### config.mk
export PLATFORM = sky130hd
export DESIGN_NAME = lcd_panel_frame_capture_top
export DESIGN_NICKNAME = d
export VERILOG_FILES = /design/src/rtl/core/lpfc_pkg.sv /design/src/rtl/core/lpfc_regs.sv /design/src/rtl/core/lpfc_seq.sv /design/src/rtl/core/lpfc_mod.sv /design/src/rtl/core/lpfc_emit.sv /design/src/rtl/core/lcd_panel_frame_capture_top.sv
export SDC_FILE = /design/constraint.sdc
export NUM_CORES = 1
export LEC_CHECK = 0
export BUFFER_PORTS_ARGS = -buffer_cell sky130_fd_sc_hd__buf_2
export CAP_MARGIN = 20
export CORE_MARGIN = 2
export CORE_UTILIZATION = 45
export CTS_CLUSTER_DIAMETER = 50
export DETAILED_ROUTE_END_ITERATION = 8
export GPL_ROUTABILITY_DRIVEN = 0
export PLACE_DENSITY = 0.59
export SLEW_MARGIN = 10
export SYNTH_ARGS = -nofsm -noshare
export SYNTH_HDL_FRONTEND = slang
export SYNTH_SLANG_ARGS = --single-unit
### constraint.sdc
create_clock -name clk -period 10.6 [get_ports clk]
set_input_delay 0 -clock clk [delete_from_list [all_inputs] [get_ports clk]]
set_output_delay 0 -clock clk [all_outputs]
set_load 0.05 [all_outputs]
### src/rtl/core/lpfc_pkg.sv
// Shared types and constants for the LCD panel frame capture block.
// No dependencies; lpfc_regs, lpfc_seq, lpfc_emit and the top level import this package.
`timescale 1ns / 1ps
`default_nettype none

package lpfc_pkg;

    // Panel geometry the block comes out of reset for
    localparam int PANEL_WIDTH  = 640;
    localparam int PANEL_HEIGHT = 400;

    localparam int DEF_MAX_ROW_BYTES = 128;
    localparam int DEF_MAX_LINES     = 512;

    localparam int ADDR_W  = 16;
    localparam int PADDR_W = 4;
    localparam int PDATA_W = 32;

    localparam logic       MODE_DSTN = 1'b0;
    localparam logic       MODE_TFT  = 1'b1;

    localparam logic       ACT_SAMPLE      = 1'b0;
    localparam logic       ACT_FRAME_START = 1'b1;

    localparam logic [7:0] HI_NIBBLE = 8'hF0;
    localparam logic [7:0] LO_NIBBLE = 8'h0F;

    localparam logic       RESET_MODE        = MODE_DSTN;
    localparam logic [7:0] RESET_ROW_BYTES   = 8'(PANEL_WIDTH / 8);
    localparam logic [9:0] RESET_PANEL_LINES = 10'(PANEL_HEIGHT);
    localparam logic [3:0] RESET_DISCARD     = 4'd1;

    typedef enum logic [1:0] {
        REG_CAPTURE_MODE    = 2'd0,
        REG_ROW_BYTES       = 2'd1,
        REG_PANEL_LINES     = 2'd2,
        REG_DISCARD_SAMPLES = 2'd3
    } reg_idx_t;

    typedef enum logic [2:0] {
        PH_IDLE    = 3'b001,
        PH_DISCARD = 3'b010,
        PH_CAPTURE = 3'b100
    } phase_t;

    // One capture job: a TFT byte or a DSTN pair
    typedef struct packed {
        logic              is_tft;
        logic [ADDR_W-1:0] seq_addr;
        logic [7:0]        data0;
        logic [7:0]        data1;
        logic              fend;
    } job_t;

    typedef struct packed {
        logic [ADDR_W-1:0] addr;
        logic [7:0]        data;
        logic              last;
        logic              fend;
    } wr_t;

endpackage

`default_nettype wire

### src/rtl/core/lpfc_regs.sv
// APB configuration registers with range clamping of row bytes and line count.
// Depends on lpfc_pkg.
`timescale 1ns / 1ps
`default_nettype none

module lpfc_regs #(
    parameter int MAX_ROW_BYTES = 128,
    parameter int MAX_LINES     = 512
) (
    input  logic                            clk,
    input  logic                            rst_n,
    input  logic                            psel,
    input  logic                            penable,
    input  logic                            pwrite,
    input  logic [lpfc_pkg::PADDR_W-1:0]    paddr,
    input  logic [lpfc_pkg::PDATA_W-1:0]    pwdata,
    output logic [lpfc_pkg::PDATA_W-1:0]    prdata,
    output logic                            pready,
    output logic                            mode,
    output logic [$clog2(MAX_ROW_BYTES):0]  rb,
    output logic [$clog2(MAX_LINES):0]      lines,
    output logic [$clog2(MAX_LINES)-1:0]    half,
    output logic [3:0]                      discard
);
    import lpfc_pkg::*;

    localparam int RB_W = $clog2(MAX_ROW_BYTES) + 1;
    localparam int LN_W = $clog2(MAX_LINES) + 1;

    logic       mode_reg;
    logic [7:0] rowb_reg;
    logic [9:0] lines_reg;
    logic [3:0] disc_reg;
    logic       wr_en;
    reg_idx_t   idx;

    assign pready = 1'b1;
    assign wr_en  = psel && penable && pwrite;
    assign idx    = reg_idx_t'(paddr[3:2]);

    always_ff @(posedge clk or negedge rst_n)
    begin
        if (!rst_n)
        begin
            mode_reg  <= RESET_MODE;
            rowb_reg  <= RESET_ROW_BYTES;
            lines_reg <= RESET_PANEL_LINES;
            disc_reg  <= RESET_DISCARD;
        end
        else if (wr_en)
        begin
            case (idx)
                REG_CAPTURE_MODE:    mode_reg  <= pwdata[0];
                REG_ROW_BYTES:       rowb_reg  <= pwdata[7:0];
                REG_PANEL_LINES:     lines_reg <= pwdata[9:0];
                REG_DISCARD_SAMPLES: disc_reg  <= pwdata[3:0];
                default:             mode_reg  <= mode_reg;
            endcase
        end
    end

    always_comb
    begin
        case (idx)
            REG_CAPTURE_MODE:    prdata = PDATA_W'(mode_reg);
            REG_ROW_BYTES:       prdata = PDATA_W'(rowb_reg);
            REG_PANEL_LINES:     prdata = PDATA_W'(lines_reg);
            REG_DISCARD_SAMPLES: prdata = PDATA_W'(disc_reg);
            default:             prdata = '0;
        endcase
    end

    // Clamp to the supported range
    always_comb
    begin
        if (rowb_reg == 8'd0)
            rb = RB_W'(1);
        else if ({1'b0, rowb_reg} > 9'(MAX_ROW_BYTES))
            rb = RB_W'(MAX_ROW_BYTES);
        else
            rb = RB_W'(rowb_reg);

        if (lines_reg < 10'd2)
            lines = LN_W'(2);
        else if ({1'b0, lines_reg} > 11'(MAX_LINES))
            lines = LN_W'(MAX_LINES);
        else
            lines = LN_W'(lines_reg);
    end

    assign half    = lines[LN_W-1:1];
    assign mode    = mode_reg;
    assign discard = disc_reg;

endmodule

`default_nettype wire

### src/rtl/core/lpfc_seq.sv
// Capture sequencer: frame arming, discard, TFT byte count and DSTN pairing.
// Emits one job register per producing request. Depends on lpfc_pkg.
`timescale 1ns / 1ps
`default_nettype none

module lpfc_seq #(
    parameter int MAX_ROW_BYTES = 128,
    parameter int MAX_LINES     = 512
) (
    input  logic                              clk,
    input  logic                              rst_n,
    input  logic                              item_valid,
    output logic                              item_ready,
    input  logic                              action,
    input  logic [7:0]                        sample_byte,
    input  logic                              mode,
    input  logic [$clog2(MAX_ROW_BYTES):0]    rb,
    input  logic [$clog2(MAX_LINES):0]        lines,
    input  logic [$clog2(MAX_LINES)-1:0]      half,
    input  logic [3:0]                        discard,
    output logic                              job_valid,
    input  logic                              job_ready,
    output lpfc_pkg::job_t                    job,
    output logic [$clog2(MAX_ROW_BYTES)-1:0]  job_col,
    output logic [$clog2(MAX_LINES):0]        job_line
);
    import lpfc_pkg::*;

    localparam int RB_W  = $clog2(MAX_ROW_BYTES) + 1;
    localparam int COL_W = RB_W - 1;
    localparam int LN_W  = $clog2(MAX_LINES) + 1;
    localparam int SL_W  = LN_W - 1;
    localparam int TW    = LN_W + RB_W;
    localparam int CW    = (TW > ADDR_W + 1) ? TW : ADDR_W + 1;

    phase_t            phase_reg, phase_next;
    logic [3:0]        dleft_reg, dleft_next, dleft_dec;
    logic [COL_W-1:0]  col_reg, col_next;
    logic [SL_W-1:0]   sl_reg, sl_next;
    logic [7:0]        held_reg, held_next;
    logic              pair_reg, pair_next;
    logic [ADDR_W-1:0] seq_reg, seq_next;

    logic              job_v_reg;
    job_t              job_reg, job_next;
    logic [COL_W-1:0]  jcol_reg;
    logic [LN_W-1:0]   jline_reg;

    logic              accept, produce;
    logic [TW-1:0]     total;
    logic [ADDR_W:0]   seq_p1;
    logic              tft_done;
    logic [RB_W-1:0]   col_p1;
    logic              line_done;
    logic [LN_W-1:0]   sl_p1;
    logic              frame_done;
    logic [7:0]        upper_byte, lower_byte;

    assign item_ready = !job_v_reg || job_ready;
    assign accept     = item_valid && item_ready;

    assign total      = TW'(lines) * TW'(rb);
    assign seq_p1     = (ADDR_W + 1)'(seq_reg) + (ADDR_W + 1)'(1);
    assign tft_done   = CW'(seq_p1) >= CW'(total);
    assign col_p1     = RB_W'(col_reg) + RB_W'(1);
    assign line_done  = col_p1 >= rb;
    assign sl_p1      = LN_W'(sl_reg) + LN_W'(1);
    assign frame_done = line_done && (sl_p1 >= LN_W'(half));
    assign dleft_dec  = dleft_reg - 4'(dleft_reg != 4'd0);

    assign upper_byte = (sample_byte & HI_NIBBLE) | ((held_reg & HI_NIBBLE) >> 4);
    assign lower_byte = ((sample_byte & LO_NIBBLE) << 4) | (held_reg & LO_NIBBLE);

    always_comb
    begin
        phase_next = phase_reg;
        dleft_next = dleft_reg;
        col_next   = col_reg;
        sl_next    = sl_reg;
        held_next  = held_reg;
        pair_next  = pair_reg;
        seq_next   = seq_reg;
        produce    = 1'b0;
        job_next   = job_reg;

        if (accept)
        begin
            if (action == ACT_FRAME_START)
            begin
                // Arm only from idle; a marker mid-frame is dropped
                if (phase_reg == PH_IDLE)
                begin
                    col_next  = '0;
                    sl_next   = '0;
                    held_next = '0;
                    pair_next = 1'b0;
                    seq_next  = '0;
                    if (mode == MODE_DSTN && discard != 4'd0)
                    begin
                        dleft_next = discard;
                        phase_next = PH_DISCARD;
                    end
                    else
                    begin
                        dleft_next = '0;
                        phase_next = PH_CAPTURE;
                    end
                end
            end
            else
            begin
                case (phase_reg)
                    PH_IDLE:
                    begin
                        phase_next = PH_IDLE;
                    end
                    PH_DISCARD:
                    begin
                        dleft_next = dleft_dec;
                        if (dleft_dec == 4'd0)
                            phase_next = PH_CAPTURE;
                    end
                    PH_CAPTURE:
                    begin
                        if (mode == MODE_TFT)
                        begin
                            produce           = 1'b1;
                            job_next.is_tft   = 1'b1;
                            job_next.seq_addr = seq_reg;
                            job_next.data0    = sample_byte;
                            job_next.data1    = sample_byte;
                            job_next.fend     = tft_done;
                            seq_next          = seq_p1[ADDR_W-1:0];
                            if (tft_done)
                                phase_next = PH_IDLE;
                        end
                        else if (!pair_reg)
                        begin
                            held_next = sample_byte;
                            pair_next = 1'b1;
                        end
                        else
                        begin
                            produce           = 1'b1;
                            job_next.is_tft   = 1'b0;
                            job_next.seq_addr = seq_reg;
                            job_next.data0    = upper_byte;
                            job_next.data1    = lower_byte;
                            job_next.fend     = frame_done;
                            pair_next         = 1'b0;
                            if (line_done)
                            begin
                                col_next = '0;
                                sl_next  = sl_p1[SL_W-1:0];
                            end
                            else
                            begin
                                col_next = col_p1[COL_W-1:0];
                            end
                            if (frame_done)
                                phase_next = PH_IDLE;
                        end
                    end
                    default:
                    begin
                        phase_next = PH_IDLE;
                    end
                endcase
            end
        end
    end

    always_ff @(posedge clk or negedge rst_n)
    begin
        if (!rst_n)
        begin
            phase_reg <= PH_IDLE;
            dleft_reg <= '0;
            col_reg   <= '0;
            sl_reg    <= '0;
            pair_reg  <= 1'b0;
            seq_reg   <= '0;
            job_v_reg <= 1'b0;
        end
        else
        begin
            phase_reg <= phase_next;
            dleft_reg <= dleft_next;
            col_reg   <= col_next;
            sl_reg    <= sl_next;
            pair_reg  <= pair_next;
            seq_reg   <= seq_next;
            if (item_ready)
                job_v_reg <= produce;
        end
    end

    always_ff @(posedge clk)
    begin
        held_reg <= held_next;
        if (produce)
        begin
            job_reg   <= job_next;
            jcol_reg  <= col_reg;
            jline_reg <= sl_p1;
        end
    end

    assign job_valid = job_v_reg;
    assign job       = job_reg;
    assign job_col   = jcol_reg;
    assign job_line  = jline_reg;

endmodule

`default_nettype wire

### src/rtl/core/lpfc_mod.sv
// Pipelined remainder unit: four restoring steps per stage, payload rides along.
// Stand-alone; no package dependency.
`timescale 1ns / 1ps
`default_nettype none

module lpfc_mod #(
    parameter int AW = 10,
    parameter int HW = 9,
    parameter int PW = 8
) (
    input  logic          clk,
    input  logic          rst_n,
    input  logic          in_valid,
    output logic          in_ready,
    input  logic [AW-1:0] num,
    input  logic [HW-1:0] divisor,
    input  logic [PW-1:0] in_pay,
    output logic          out_valid,
    input  logic          out_ready,
    output logic [HW-1:0] rem,
    output logic [PW-1:0] out_pay
);
    localparam int STEPS  = 4;
    localparam int STAGES = (AW + STEPS - 1) / STEPS;
    localparam int NW     = STAGES * STEPS;

    logic          v_reg    [STAGES];
    logic [HW-1:0] rem_reg  [STAGES];
    logic [NW-1:0] num_reg  [STAGES];
    logic [PW-1:0] pay_reg  [STAGES];
    logic          v_src    [STAGES];
    logic [HW-1:0] rem_src  [STAGES];
    logic [NW-1:0] num_src  [STAGES];
    logic [PW-1:0] pay_src  [STAGES];
    logic [HW-1:0] rem_next [STAGES];
    logic [NW-1:0] num_next [STAGES];
    logic          rdy      [STAGES+1];

    // Partial remainder stays below the divisor between steps
    function automatic logic [HW+NW-1:0] step_n(input logic [HW-1:0] r_in,
                                                input logic [NW-1:0] n_in,
                                                input logic [HW-1:0] d);
        logic [HW:0]   r;
        logic [NW-1:0] n;
        r = {1'b0, r_in};
        n = n_in;
        for (int i = 0; i < STEPS; i++)
        begin
            r = {r[HW-1:0], n[NW-1]};
            n = {n[NW-2:0], 1'b0};
            if (r >= {1'b0, d})
                r = r - {1'b0, d};
        end
        return {r[HW-1:0], n};
    endfunction

    assign rdy[STAGES] = out_ready;

    for (genvar s = 0; s < STAGES; s++)
    begin : g_stage
        if (s == 0)
        begin : g_head
            assign v_src[s]   = in_valid;
            assign rem_src[s] = '0;
            assign num_src[s] = NW'(num);
            assign pay_src[s] = in_pay;
        end
        else
        begin : g_body
            assign v_src[s]   = v_reg[s-1];
            assign rem_src[s] = rem_reg[s-1];
            assign num_src[s] = num_reg[s-1];
            assign pay_src[s] = pay_reg[s-1];
        end

        assign {rem_next[s], num_next[s]} = step_n(rem_src[s], num_src[s], divisor);
        assign rdy[s] = !v_reg[s] || rdy[s+1];

        always_ff @(posedge clk or negedge rst_n)
        begin
            if (!rst_n)
                v_reg[s] <= 1'b0;
            else if (rdy[s])
                v_reg[s] <= v_src[s];
        end

        always_ff @(posedge clk)
        begin
            if (rdy[s] && v_src[s])
            begin
                rem_reg[s] <= rem_next[s];
                num_reg[s] <= num_next[s];
                pay_reg[s] <= pay_src[s];
            end
        end
    end

    assign in_ready  = rdy[0];
    assign out_valid = v_reg[STAGES-1];
    assign rem       = rem_reg[STAGES-1];
    assign out_pay   = pay_reg[STAGES-1];

endmodule

`default_nettype wire

### src/rtl/core/lpfc_emit.sv
// Address generation and output register; a DSTN pair leaves as two writes.
// Depends on lpfc_pkg.
`timescale 1ns / 1ps
`default_nettype none

module lpfc_emit #(
    parameter int MAX_ROW_BYTES = 128,
    parameter int MAX_LINES     = 512
) (
    input  logic                              clk,
    input  logic                              rst_n,
    input  logic                              in_valid,
    output logic                              in_ready,
    input  lpfc_pkg::job_t                    job,
    input  logic [$clog2(MAX_ROW_BYTES)-1:0]  col,
    input  logic [$clog2(MAX_LINES)-1:0]      dest_line,
    input  logic [$clog2(MAX_ROW_BYTES):0]    rb,
    input  logic [$clog2(MAX_LINES)-1:0]      half,
    output logic                              out_valid,
    input  logic                              out_ready,
    output lpfc_pkg::wr_t                     wr
);
    import lpfc_pkg::*;

    logic              ov_reg;
    logic              sv_reg;
    wr_t               out_reg;
    wr_t               sec_reg;
    logic              load_out, take;
    logic [ADDR_W-1:0] addr_top, addr_bot;

    // Address arithmetic wraps at 16 bits, so low-order products suffice
    assign addr_top = ADDR_W'(dest_line) * ADDR_W'(rb) + ADDR_W'(col);
    assign addr_bot = (ADDR_W'(dest_line) + ADDR_W'(half)) * ADDR_W'(rb) + ADDR_W'(col);

    assign load_out = !ov_reg || out_ready;
    assign in_ready = load_out && !sv_reg;
    assign take     = in_valid && in_ready;

    always_ff @(posedge clk or negedge rst_n)
    begin
        if (!rst_n)
        begin
            ov_reg <= 1'b0;
            sv_reg <= 1'b0;
        end
        else if (load_out)
        begin
            ov_reg <= sv_reg || take;
            sv_reg <= take && !job.is_tft;
        end
    end

    always_ff @(posedge clk)
    begin
        if (load_out)
        begin
            if (sv_reg)
            begin
                out_reg <= sec_reg;
            end
            else if (take)
            begin
                if (job.is_tft)
                begin
                    out_reg.addr <= job.seq_addr;
                    out_reg.data <= job.data0;
                    out_reg.last <= 1'b1;
                    out_reg.fend <= job.fend;
                end
                else
                begin
                    // Top half goes out first, bottom half is held behind it
                    out_reg.addr <= addr_top;
                    out_reg.data <= job.data0;
                    out_reg.last <= 1'b0;
                    out_reg.fend <= 1'b0;
                    sec_reg.addr <= addr_bot;
                    sec_reg.data <= job.data1;
                    sec_reg.last <= 1'b1;
                    sec_reg.fend <= job.fend;
                end
            end
        end
    end

    assign out_valid = ov_reg;
    assign wr        = out_reg;

endmodule

`default_nettype wire

### src/rtl/core/lcd_panel_frame_capture_top.sv
// LCD panel frame capture, top level: registers, sequencer, remainder pipe, output.
// Depends on lpfc_pkg, lpfc_regs, lpfc_seq, lpfc_mod and lpfc_emit.
//
// Input channel item_valid/item_ready carries action (0 sample, 1 frame start)
// and sample_byte. Output channel write_valid/write_ready carries frame-store
// writes: write_address, write_data, last (final write of a request) and
// frame_end. Configuration goes through the APB port; pready is always high.
// A frame-start request arms capture from idle. TFT mode writes each sample
// in order; DSTN mode drops discard_samples samples, then turns each pair of
// samples into a top-half write followed by a bottom-half write.
// The first write of a request passes through one job register, then the
// four-steps-per-stage remainder pipe that folds the destination line, then
// the output register, before it is presented on the write channel.
// The second write of a pair is presented in the cycle after the first is taken.
// Throughput is one request per cycle while write_ready stays high: one write per
// TFT sample, two writes per DSTN pair, limited by the single output register.
// Reset loads the register defaults (DSTN, 80 bytes, 400 lines, discard 1) and
// leaves the block idle. When write_ready is low the pipe fills and item_ready
// drops; the pending write holds steady until taken.
`timescale 1ns / 1ps
`default_nettype none

module lcd_panel_frame_capture_top #(
    parameter int MAX_ROW_BYTES = lpfc_pkg::DEF_MAX_ROW_BYTES,
    parameter int MAX_LINES     = lpfc_pkg::DEF_MAX_LINES
) (
    input  logic                          clk,
    input  logic                          rst_n,
    input  logic                          psel,
    input  logic                          penable,
    input  logic                          pwrite,
    input  logic [lpfc_pkg::PADDR_W-1:0]  paddr,
    input  logic [lpfc_pkg::PDATA_W-1:0]  pwdata,
    output logic [lpfc_pkg::PDATA_W-1:0]  prdata,
    output logic                          pready,
    input  logic                          item_valid,
    output logic                          item_ready,
    input  logic                          action,
    input  logic [7:0]                    sample_byte,
    output logic                          write_valid,
    input  logic                          write_ready,
    output logic [lpfc_pkg::ADDR_W-1:0]   write_address,
    output logic [7:0]                    write_data,
    output logic                          last,
    output logic                          frame_end
);
    import lpfc_pkg::*;

    localparam int RB_W  = $clog2(MAX_ROW_BYTES) + 1;
    localparam int COL_W = RB_W - 1;
    localparam int LN_W  = $clog2(MAX_LINES) + 1;
    localparam int HW    = LN_W - 1;
    localparam int PW    = $bits(job_t) + COL_W;

    logic             cfg_mode;
    logic [RB_W-1:0]  cfg_rb;
    logic [LN_W-1:0]  cfg_lines;
    logic [HW-1:0]    cfg_half;
    logic [3:0]       cfg_discard;

    logic             job_valid, job_ready;
    job_t             seq_job;
    logic [COL_W-1:0] seq_col;
    logic [LN_W-1:0]  seq_line;
    logic [PW-1:0]    mod_in_pay, mod_out_pay;

    logic             mod_valid, mod_ready;
    logic [HW-1:0]    mod_rem;
    job_t             emit_job;
    logic [COL_W-1:0] emit_col;
    wr_t              wr;

    lpfc_regs #(
        .MAX_ROW_BYTES (MAX_ROW_BYTES),
        .MAX_LINES     (MAX_LINES)
    ) u_regs (
        .clk     (clk),
        .rst_n   (rst_n),
        .psel    (psel),
        .penable (penable),
        .pwrite  (pwrite),
        .paddr   (paddr),
        .pwdata  (pwdata),
        .prdata  (prdata),
        .pready  (pready),
        .mode    (cfg_mode),
        .rb      (cfg_rb),
        .lines   (cfg_lines),
        .half    (cfg_half),
        .discard (cfg_discard)
    );

    lpfc_seq #(
        .MAX_ROW_BYTES (MAX_ROW_BYTES),
        .MAX_LINES     (MAX_LINES)
    ) u_seq (
        .clk         (clk),
        .rst_n       (rst_n),
        .item_valid  (item_valid),
        .item_ready  (item_ready),
        .action      (action),
        .sample_byte (sample_byte),
        .mode        (cfg_mode),
        .rb          (cfg_rb),
        .lines       (cfg_lines),
        .half        (cfg_half),
        .discard     (cfg_discard),
        .job_valid   (job_valid),
        .job_ready   (job_ready),
        .job         (seq_job),
        .job_col     (seq_col),
        .job_line    (seq_line)
    );

    assign mod_in_pay = {seq_job, seq_col};

    lpfc_mod #(
        .AW (LN_W),
        .HW (HW),
        .PW (PW)
    ) u_mod (
        .clk       (clk),
        .rst_n     (rst_n),
        .in_valid  (job_valid),
        .in_ready  (job_ready),
        .num       (seq_line),
        .divisor   (cfg_half),
        .in_pay    (mod_in_pay),
        .out_valid (mod_valid),
        .out_ready (mod_ready),
        .rem       (mod_rem),
        .out_pay   (mod_out_pay)
    );

    assign {emit_job, emit_col} = mod_out_pay;

    lpfc_emit #(
        .MAX_ROW_BYTES (MAX_ROW_BYTES),
        .MAX_LINES     (MAX_LINES)
    ) u_emit (
        .clk       (clk),
        .rst_n     (rst_n),
        .in_valid  (mod_valid),
        .in_ready  (mod_ready),
        .job       (emit_job),
        .col       (emit_col),
        .dest_line (mod_rem),
        .rb        (cfg_rb),
        .half      (cfg_half),
        .out_valid (write_valid),
        .out_ready (write_ready),
        .wr        (wr)
    );

    assign write_address = wr.addr;
    assign write_data    = wr.data;
    assign last          = wr.last;
    assign frame_end     = wr.fend;

endmodule

`default_nettype wire

# After elaboration in Yosys (flattened, before gate mapping)
# Memory sizes are Yosys's and may differ from the RTL's.
# Index checks and enable logic that the tools add are counted.
# Widths: inputs -> output; s select.
dict set report word_totals {
  ramBits 174
  output_inout_bits 61
  reg_bits 179
  in_bits 52
  word_cells 215
  mem_count 3
}
dict set report classes {
  n_addsub 19
  mul 3
  muxes 72
  bitwise 6
  eq_ne 13
  reduce_logical 50
  order_cmp 18
}
# memory words word_bits read_ports rd_ports_with_merged_regs write_ports line_no
set memory_table {}
lappend memory_table {u_mod.pay_reg 3 41 3 0 3 lpfc_mod.sv:30} ;# logic [PW-1:0] pay_reg [STAGES];
lappend memory_table {u_mod.rem_reg 3 9 3 0 3 lpfc_mod.sv:28} ;# logic [HW-1:0] rem_reg [STAGES];
lappend memory_table {u_mod.num_reg 3 8 2 0 3 lpfc_mod.sv:29} ;# logic [NW-1:0] num_reg [STAGES];
# cell n
set op_table {}
lappend op_table {{$mux 9} 18}
lappend op_table {{$pmux 32 s4} 1}
lappend op_table {{$ge 10x9->1} 12}
lappend op_table {{$sub 9x9->9} 11}
lappend op_table {{$mux 26} 3}
lappend op_table {{$mux 16} 4}
lappend op_table {{$mux 8} 7}
lappend op_table {{$mux 7} 6}
lappend op_table {{$mux 34} 1}
lappend op_table {{$mux 33} 1}
lappend op_table {{$add 16x7->16} 2}
lappend op_table {{$mux 3} 8}
lappend op_table {{$mux 10} 2}
lappend op_table {{$ge 17x18->1} 1}
lappend op_table {{$mul 10x8->18} 1}
lappend op_table {{$add 16x1->17 const B} 1}
lappend op_table {{$mul 16x8->16} 1}
lappend op_table {{$mul 9x8->16} 1}
lappend op_table {{$mux 1} 16}
lappend op_table {{$mux 4} 4}
lappend op_table {{$or 8x4->8} 2}
lappend op_table {{$reduce_and 5->1} 3}
lappend op_table {{$reduce_bool 2->1} 7}
lappend op_table {{$ne 4x3->1 const B} 3}
lappend op_table {{31 further kinds} 65}

# Longest topological paths before layout
# Gate-level depths: netlist of run 1.
dict set report logic_depth {
  ltp_word 11
  mapped_depth 42
  depth_no_buf 39
}

# Cells and area by module
# A second synthesis of run 1 with hierarchy kept.
dict set report unflattened {
  hier_cells 2629
  hier_area_um2 27646.5
}
# mod area_per_inst_um2 cells_each seq_area_each_um2 n_inst
set modules_own_cells {}
lappend modules_own_cells {lpfc_mod 10616.4 909 4939.7 1}
lappend modules_own_cells {lpfc_seq 8031.5 807 2798.9 1}
lappend modules_own_cells {lpfc_emit 7516.0 778 1581.5 1}
lappend modules_own_cells {lpfc_regs 1482.7 135 583.1 1}

# Least setup slack after synthesis of run 1
# No wires, ideal clock.
dict set report synth_timing {
  path_kind {flip-flop to flip-flop}
  from {register u_regs.lines_reg[6]}
  to {memory u_mod.rem_reg[2][1] (netlist: u_mod.rem_reg[0][19]), data pin}
  t_required_ns 10.340
  arrival_time_ns 9.287
  setup_ns 0.260
  path_slack_ns 1.053
  period_less_slack_ns 9.547
  n_path_buf 3
  path_stages_with_launch 40
  path_cell_list {dfrtp_1 -> clkbuf_1 -> nor3_1 -> nand3_1 -> a21oi_1 -> ha_1 -> inv_1 -> fa_1 -> nand3_1 -> a21oi_1 -> o31a_1 -> or2_1 -> buf_6 -> mux2_2 -> ha_1 -> nor2b_1 -> o21ai_0 -> a21oi_1 -> [... 4 more ...] -> fa_1 -> a21oi_1 -> o21ai_0 -> a21oi_1 -> a21oi_1 -> o21a_1 -> a2111oi_2 -> clkbuf_1 -> mux2_2 -> ha_1 -> nand2_1 -> nand2_1 -> a21oi_1 -> o21ai_0 -> a21oi_1 -> nor2b_1 -> nor4_4 -> mux2_2}
}
# element line_no
set synth_rtl {}
lappend synth_rtl {{start, declared} lpfc_regs.sv:32} ;# logic [9:0] lines_reg;
lappend synth_rtl {{start signal, assigned} lpfc_regs.sv:55} ;# REG_PANEL_LINES: lines_reg <= pwdata[9:0];
lappend synth_rtl {{end, declared} lpfc_mod.sv:28}

==> results of run 1 <==
metrics by stage:
| stage | area, µm² | hold slack (ns) | worst slack (ns) | utilization |
|---|---|---|---|---|
| 4_1_cts | 29540 | 0.0002094 | 0.6552 | 0.5120 |
| 5_1_grt | 29580 | 0.07116 | -0.006438 | 0.5127 |
| 3_3_place_gp | 27530 | 0.2100 | 0.9030 | 0.4772 |
| 6_report | 29580 | 0.03398 | 1.008 | 0.5127 |
| 3_5_place_dp | 27530 | 0.2140 | 0.7744 | 0.4772 |
| 2_1_floorplan | 26340 | -0.2956 | 1.053 | - |
cell families after synthesis:
kind of cell | Yosys count
AOI/OAI and AO/OA | 384
DFF | 341
adders and majority gates | 418
buffers and inverters | 367
muxes | 125
xor gates and xnor gates | 146
and+or+nand+nor | 717
other | 2
area by class of cell:
cell class | instances | area [µm²]
fillers | 5198 | 28110
flip-flops and latches | 341 | 9903
clock inverters | 34 | 426.7
well taps | 765 | 957.2
inverters | 281 | 1059
repair buffers | 137 | 943.4
clock buffers | 56 | 1272
multi-input cells | 1813 | 15020
worst max-delay path: cells and delay by family (launching register included):
family          cells  cell delay [ns]
compound gates     19             4.10
simple gates       10             1.61
flops               1             0.47
mux                 3             1.10
fa+ha+maj           5             1.92
buf+inv             1             0.06
what timing repair did:
item	CTS	global route
endpoints found under the hold margin	121	0
gates resized for setup	0	4
endpoints found under the setup margin	0	18
hold buffers	31	0
setup buffers	0	3
layout by cell type (no fill, tap or decap), types with 45 or more instances in the layout:
| cell | count |
|---|---|
| inv_1 | 274 |
| edfxtp_1 | 272 |
| nand2_1 | 264 |
| ha_1 | 257 |
| nor2_1 | 163 |
| fa_1 | 161 |
| o21ai_0 | 118 |
| mux2_2 | 109 |
| a21oi_1 | 104 |
| xnor2_1 | 93 |
| buf_2 | 65 |
| dfrtp_1 | 62 |
| and2_1 | 55 |
| xor2_1 | 53 |
| clkbuf_16 | 49 |
| nand3_1 | 45 |
per-layer routing:
| layer | vias to the layer above | wire length [µm] | global-route usage |
|---|---|---|---|
| met5 | - | 0 | 0.002451 |
| met4 | 0 | 1403 | 0.06096 |
| met3 | 110 | 3170 | 0.03230 |
| met2 | 474 | 28530 | 0.3363 |
| met1 | 9044 | 27750 | 0.2833 |
| li1 | 8824 | - | - |
worst paths after layout:
check | cells after the start | slack (ns) | start | to
min in group asynchronous | 3 | 0.17 | rst_n | u_regs.lines_reg[0]
max reg2reg | 38 | 1.01 | u_regs.lines_reg[6] | u_mod.rem_reg[0][11]
max in group asynchronous | 3 | 9.79 | rst_n | u_seq.seq_reg[15]
max | 38 | 1.01 | u_regs.lines_reg[6] | u_mod.rem_reg[0][11]
min reg2reg | 0 | 0.41 | u_seq.job[10] | u_mod.pay_reg[0][17]
min | 5 | 0.03 | pwrite | u_regs.lines_reg[0]
==> run summary, run 1 <==
max reg flops -> 123
I/O Pins -> 113
DRT Wirelength -> 60850 µm
H-tree Lvls -> 2
Seq/Total Area, Yosys -> 0.3771
YS warnings -> 0
Synth cell types -> 76
largest cells by area after synthesis -> edfxtp_1 (31%), fa_1 (12%), ha_1 (12%)
max incr delay on CP -> 0.48 ns
Starting Density -> 0.4552
relative slew slack -> 0.3253
post-synthesis adder-cell area fraction -> 0.2452
final hold violation count -> 0
placed instance count -> 3303
Clock transition at path regs -> 0.05 ns
Worst Setup Path Type -> register to register
largest net degree at the start of global routing -> 70
TritonCTS clock tree -> done
Iter 0 DRT Violations -> 1012
fin crit period -> 9.592 ns
Final Setup Violations -> 0
Die Y -> 245.6 µm
core area -> 57700 µm²
area share of and/or/nand/nor cells after synthesis -> 0.1282
multiplexer area fraction after synthesis -> 0.05364
Antenna Violating Nets Remaining -> 0
first-pass GRT wire length -> 99190 µm
routed length per placed instance -> 17.76 µm
most used cell, CP -> a21oi_1
EDFF count, synth -> 272
Post-synth top cells -> inv_1 (274), edfxtp_1 (272), nand2_1 (264)
total of max-cap violations -> 0
DR pass1 iterations -> 6
count leader, synth -> inv_1
setup_tns -> 0 ns
Setup Skew -> 0.05332 ns
worst min path class -> input pin to register
Area growth, synth to finish -> 12.63%
detailed-route DRC error count -> 0
Critical Path Source Type -> register
CTS buffer count -> 48
largest family of logic cells by synthesized area -> adder cells
Detail Placement HPWL -> 44960 µm
clock buffer depth -> 3
Final nets -> 3092
area share of the largest cell type after synthesis -> 0.3110
DR vias -> 18450
number of global-route vias before repair -> 18900
clk root buf -> clkbuf_16
share of cells above drive strength 1 -> 0.1296
Worst Tran Pin Value -> 1.012 ns
Syn Inst Count -> 2500
CP max stage cell -> o41ai_1
Clk Latency, worst-skew pair -> 0.60 ns
number of port buffers -> 65
Sink Count -> 341
gr ovfl total -> 0
num rows -> 88
fin cells -> 3427
syn_area_per_cell -> 10.51 µm²
worst path required time -> 10.89 ns
Diodes inserted -> 0
element type at the critical path end -> register
overall global routing resource usage -> 0.2061
outcome -> completed
Final Max Slew Viols -> 0
Syn Std Cell Area -> 26260 µm²
post-synthesis compound-gate area fraction -> 0.09095
Die Area -> 60310 µm²
Synth async-reset ratio -> 0.2023
FF+latch count, synth -> 341
CP arrival -> 9.89 ns
Post-Synth XOR/XNOR Area -> 0.04869
Max Fclk -> 104.3 MHz
vias per cell -> 5.384
dominant synthesized flop cell -> edfxtp_1
DIE WIDTH -> 245.6 µm
antenna violations before repair -> 0
post-synth top area cell -> edfxtp_1
crit path max fanout -> 11
final worst-path cycle share -> 0.9049
Power of run 1 is left out: the tool's default activity adds up to more than one toggle a clock period on the data nets, which glitch-free logic cannot reach.
==> inputs of run 2 (changes only) <==
- ABC_AREA: default -> 1
==> run 2 against run 1 <==
Effect of this change:
- synthesized cell count grew 19%
- utilization shrank 0.59 points
- critical path type unchanged
- non-clock buffer count down 16
- clock skew is 0.018 ns lower
- count of clock-buffer cells in the layout is 2 higher
- first-iteration DRC count is 1.5% higher
- largest cell class unchanged
- final cell count rose by 14%
- hold slack improved by 0.11 ns
- maximum frequency is 5.6% higher
==> run summary, run 2 <==
Seq/Total Area, Yosys -> 0.3696 (-0.007449)
EDFF count, synth -> 272 (unchanged)
area share of the largest cell type after synthesis -> 0.3049 (-0.006144)
max incr delay on CP -> 0.56 ns (+0.08 ns)
number of global-route vias before repair -> 20070 (+6.2%)
multi-input logic area -> 14690 µm² (-2.2%)
vias per cell -> 5.117 (-5.0%)
Syn Inst Count -> 2985 (+19%)
FILL cells -> 5329 (+2.5%)
clk root buf -> clkbuf_16
DIE WIDTH -> 248.0 µm (+0.99%)
DR pass1 iterations -> 5 (-1)
syn_area_per_cell -> 8.976 µm² (-15%)
TritonCTS clock tree -> done
total of max-cap violations -> 0 (unchanged)
Area growth, synth to finish -> 11.44%
overall global routing resource usage -> 0.2075 (+0.001329)
routed length per placed instance -> 15.88 µm (-11%)
dominant synthesized flop cell -> edfxtp_1
post_cts resized -> 0 (unchanged)
final hold violation count -> 0 (unchanged)
num rows -> 89 (+1.1%)
Syn Std Cell Area -> 26790 µm² (+2.0%)
setup ws final -> 1.521 ns (+0.5126 ns)
RSZ-0062 raised after global routing -> false
YS warnings -> 0 (unchanged)
Max Fclk -> 110.1 MHz (+5.6%)
core area -> 58910 µm² (+2.1%)
wire length on met2 -> 29720 µm (+4.2%)
share of cells above drive strength 1 -> 0.07981 (-0.04979)
Sequential Area -> 9903 µm² (unchanged)
most frequent cells in the layout -> nand2_1 (742), inv_1 (499), edfxtp_1 (272)
CTS buffer count -> 46 (-4.2%)
antenna violations before repair -> 0 (unchanged)
Sink Count -> 341 (unchanged)
Routed met1 length -> 27410 µm (-1.2%)
Detail Placement HPWL -> 47370 µm (+5.3%)
max reg flops -> 123 (unchanged)
number of port buffers -> 65 (unchanged)
detailed-route DRC error count -> 0 (unchanged)
fin crit period -> 9.079 ns (-0.5126 ns)
Diodes inserted -> 0 (unchanged)
Top Layer Used -> met4
Synth async-reset ratio -> 0.2023 (unchanged)
post-synth top area cell -> edfxtp_1
commonest non-fill, non-tap cell in the layout -> nand2_1
Critical Path Source Type -> register
DR vias -> 20050 (+8.7%)
Final Max Slew Viols -> 0 (unchanged)
Iter 0 DRT Violations -> 1027 (+1.5%)
setup_tns -> 0 ns (unchanged)
Place WS -> 1.642 ns (+0.8681 ns)
CP arrival -> 9.49 ns (-0.40 ns)
Worst Tran Pin Value -> 1.019 ns (+0.006768 ns)
met3 WL -> 3431 µm (+8.2%)
crit path max fanout -> 16 (+5)
Worst Setup Path Type -> register to register
largest cells by area after synthesis -> edfxtp_1 (30%), fa_1 (12%), ha_1 (12%)
CP max stage cell -> fa_1
Die Area -> 61510 µm² (+2.0%)
Clk Latency, worst-skew pair -> 0.58 ns (-0.02 ns)
H-tree Lvls -> 2 (unchanged)
DRT Wirelength -> 62220 µm (+2.2%)
most used cell, CP -> nand2_1
Antenna Violating Nets Remaining -> 0 (unchanged)
clock buffer depth -> 3 (unchanged)
element type at the critical path end -> register
I/O Pins -> 113 (unchanged)
final worst-path cycle share -> 0.8565 (-0.04836)
Clock transition at path regs -> 0.06 ns (about the same)
count leader, synth -> nand2_1
Starting Density -> 0.4548 (about the same)
gr ovfl total -> 0 (unchanged)
first-pass GRT wire length -> 101300 µm (+2.2%)
worst path required time -> 11.01 ns (+0.12 ns)
Synth cell types -> 64 (-16%)
Post-synth top cells -> nand2_1 (742), inv_1 (501), edfxtp_1 (272)
Final nets -> 3577 (+16%)
FF+latch count, synth -> 341 (unchanged)
worst min path class -> input pin to asynchronous set/reset pin
Die Y -> 248.0 µm (+0.99%)
relative slew slack -> 0.3207 (-0.004512)
largest net degree at the start of global routing -> 70 (unchanged)
outcome -> completed
Final Setup Violations -> 0 (unchanged)
Setup Skew -> 0.03494 ns (-0.01838 ns)
## run 2: worst paths after layout
path                                      from                   end  slack, ns  cells after the start
min reg2reg                  u_seq.job_line[5]   u_mod.num_reg[0][5]       0.41                      0
max in group asynchronous                rst_n       u_seq.sl_reg[2]       9.76                      2
max reg2reg                u_regs.lines_reg[6]  u_mod.rem_reg[0][21]       1.52                     42
min in group clk                sample_byte[5]         u_seq.job[14]       0.17                      2
min                                      rst_n      u_seq.seq_reg[1]       0.15                      2
max                        u_regs.lines_reg[6]  u_mod.rem_reg[0][21]       1.52                     42
## run 2: area by class of cell
type	instances	share of cell area
clock buffers	58	0.04249
clock inverters	28	0.009387
well taps	773	0.03239
flip-flops and latches	341	0.3317
multi-input cells	2085	0.4922
inverters	512	0.06454
repair buffers	121	0.02732
## run 2: metrics by stage
step	instances	hold slack (ns)	cell area (µm²)	util
after floorplan	3006	-0.2956	26870	-
after global placement	3805	0.2135	28040	0.4759
after detailed placement	3805	0.2173	28040	0.4759
after CTS	3918	0.1430	29860	0.5068
after global routing	3918	0.1680	29860	0.5068
final	3918	0.1474	29860	0.5068
## run 2: logic make-up after synthesis
logic type / Yosys count / synth area share
and+or+nand+nor: 1177 / 0.1857
buffers and inverters: 580 / 0.08574
adders and majority gates: 418 / 0.2403
AOI/OAI and AO/OA: 341 / 0.07650
DFF: 341 / 0.3696
xor gates and xnor gates: 125 / 0.04138
other: 2 / 0.0002803
muxes: 1 / 0.0004203
## run 2: layer usage
metal / vias up / global-route usage
li1: 9908 / -
met1: 9594 / 0.2719
met2: 448 / 0.3497
met3: 99 / 0.03687
met4: 0 / 0.06375
met5: - / 0
## run 2: what timing repair did
item | in CTS | in global routing
buffers inserted | 0 | 0
hold buffers | 27 | 0
hold endpoints to repair | 114 | 0
## run 2: worst max-delay path, delay by kind of cell, from the launching register on
kind / cells / cell delay (ns)
compound gates: 13 / 3.15
fa+ha+maj: 4 / 1.95
buf+inv: 3 / 0.62
flops: 1 / 0.45
simple gates: 22 / 2.74
Power of run 2 is left out for the same reason.
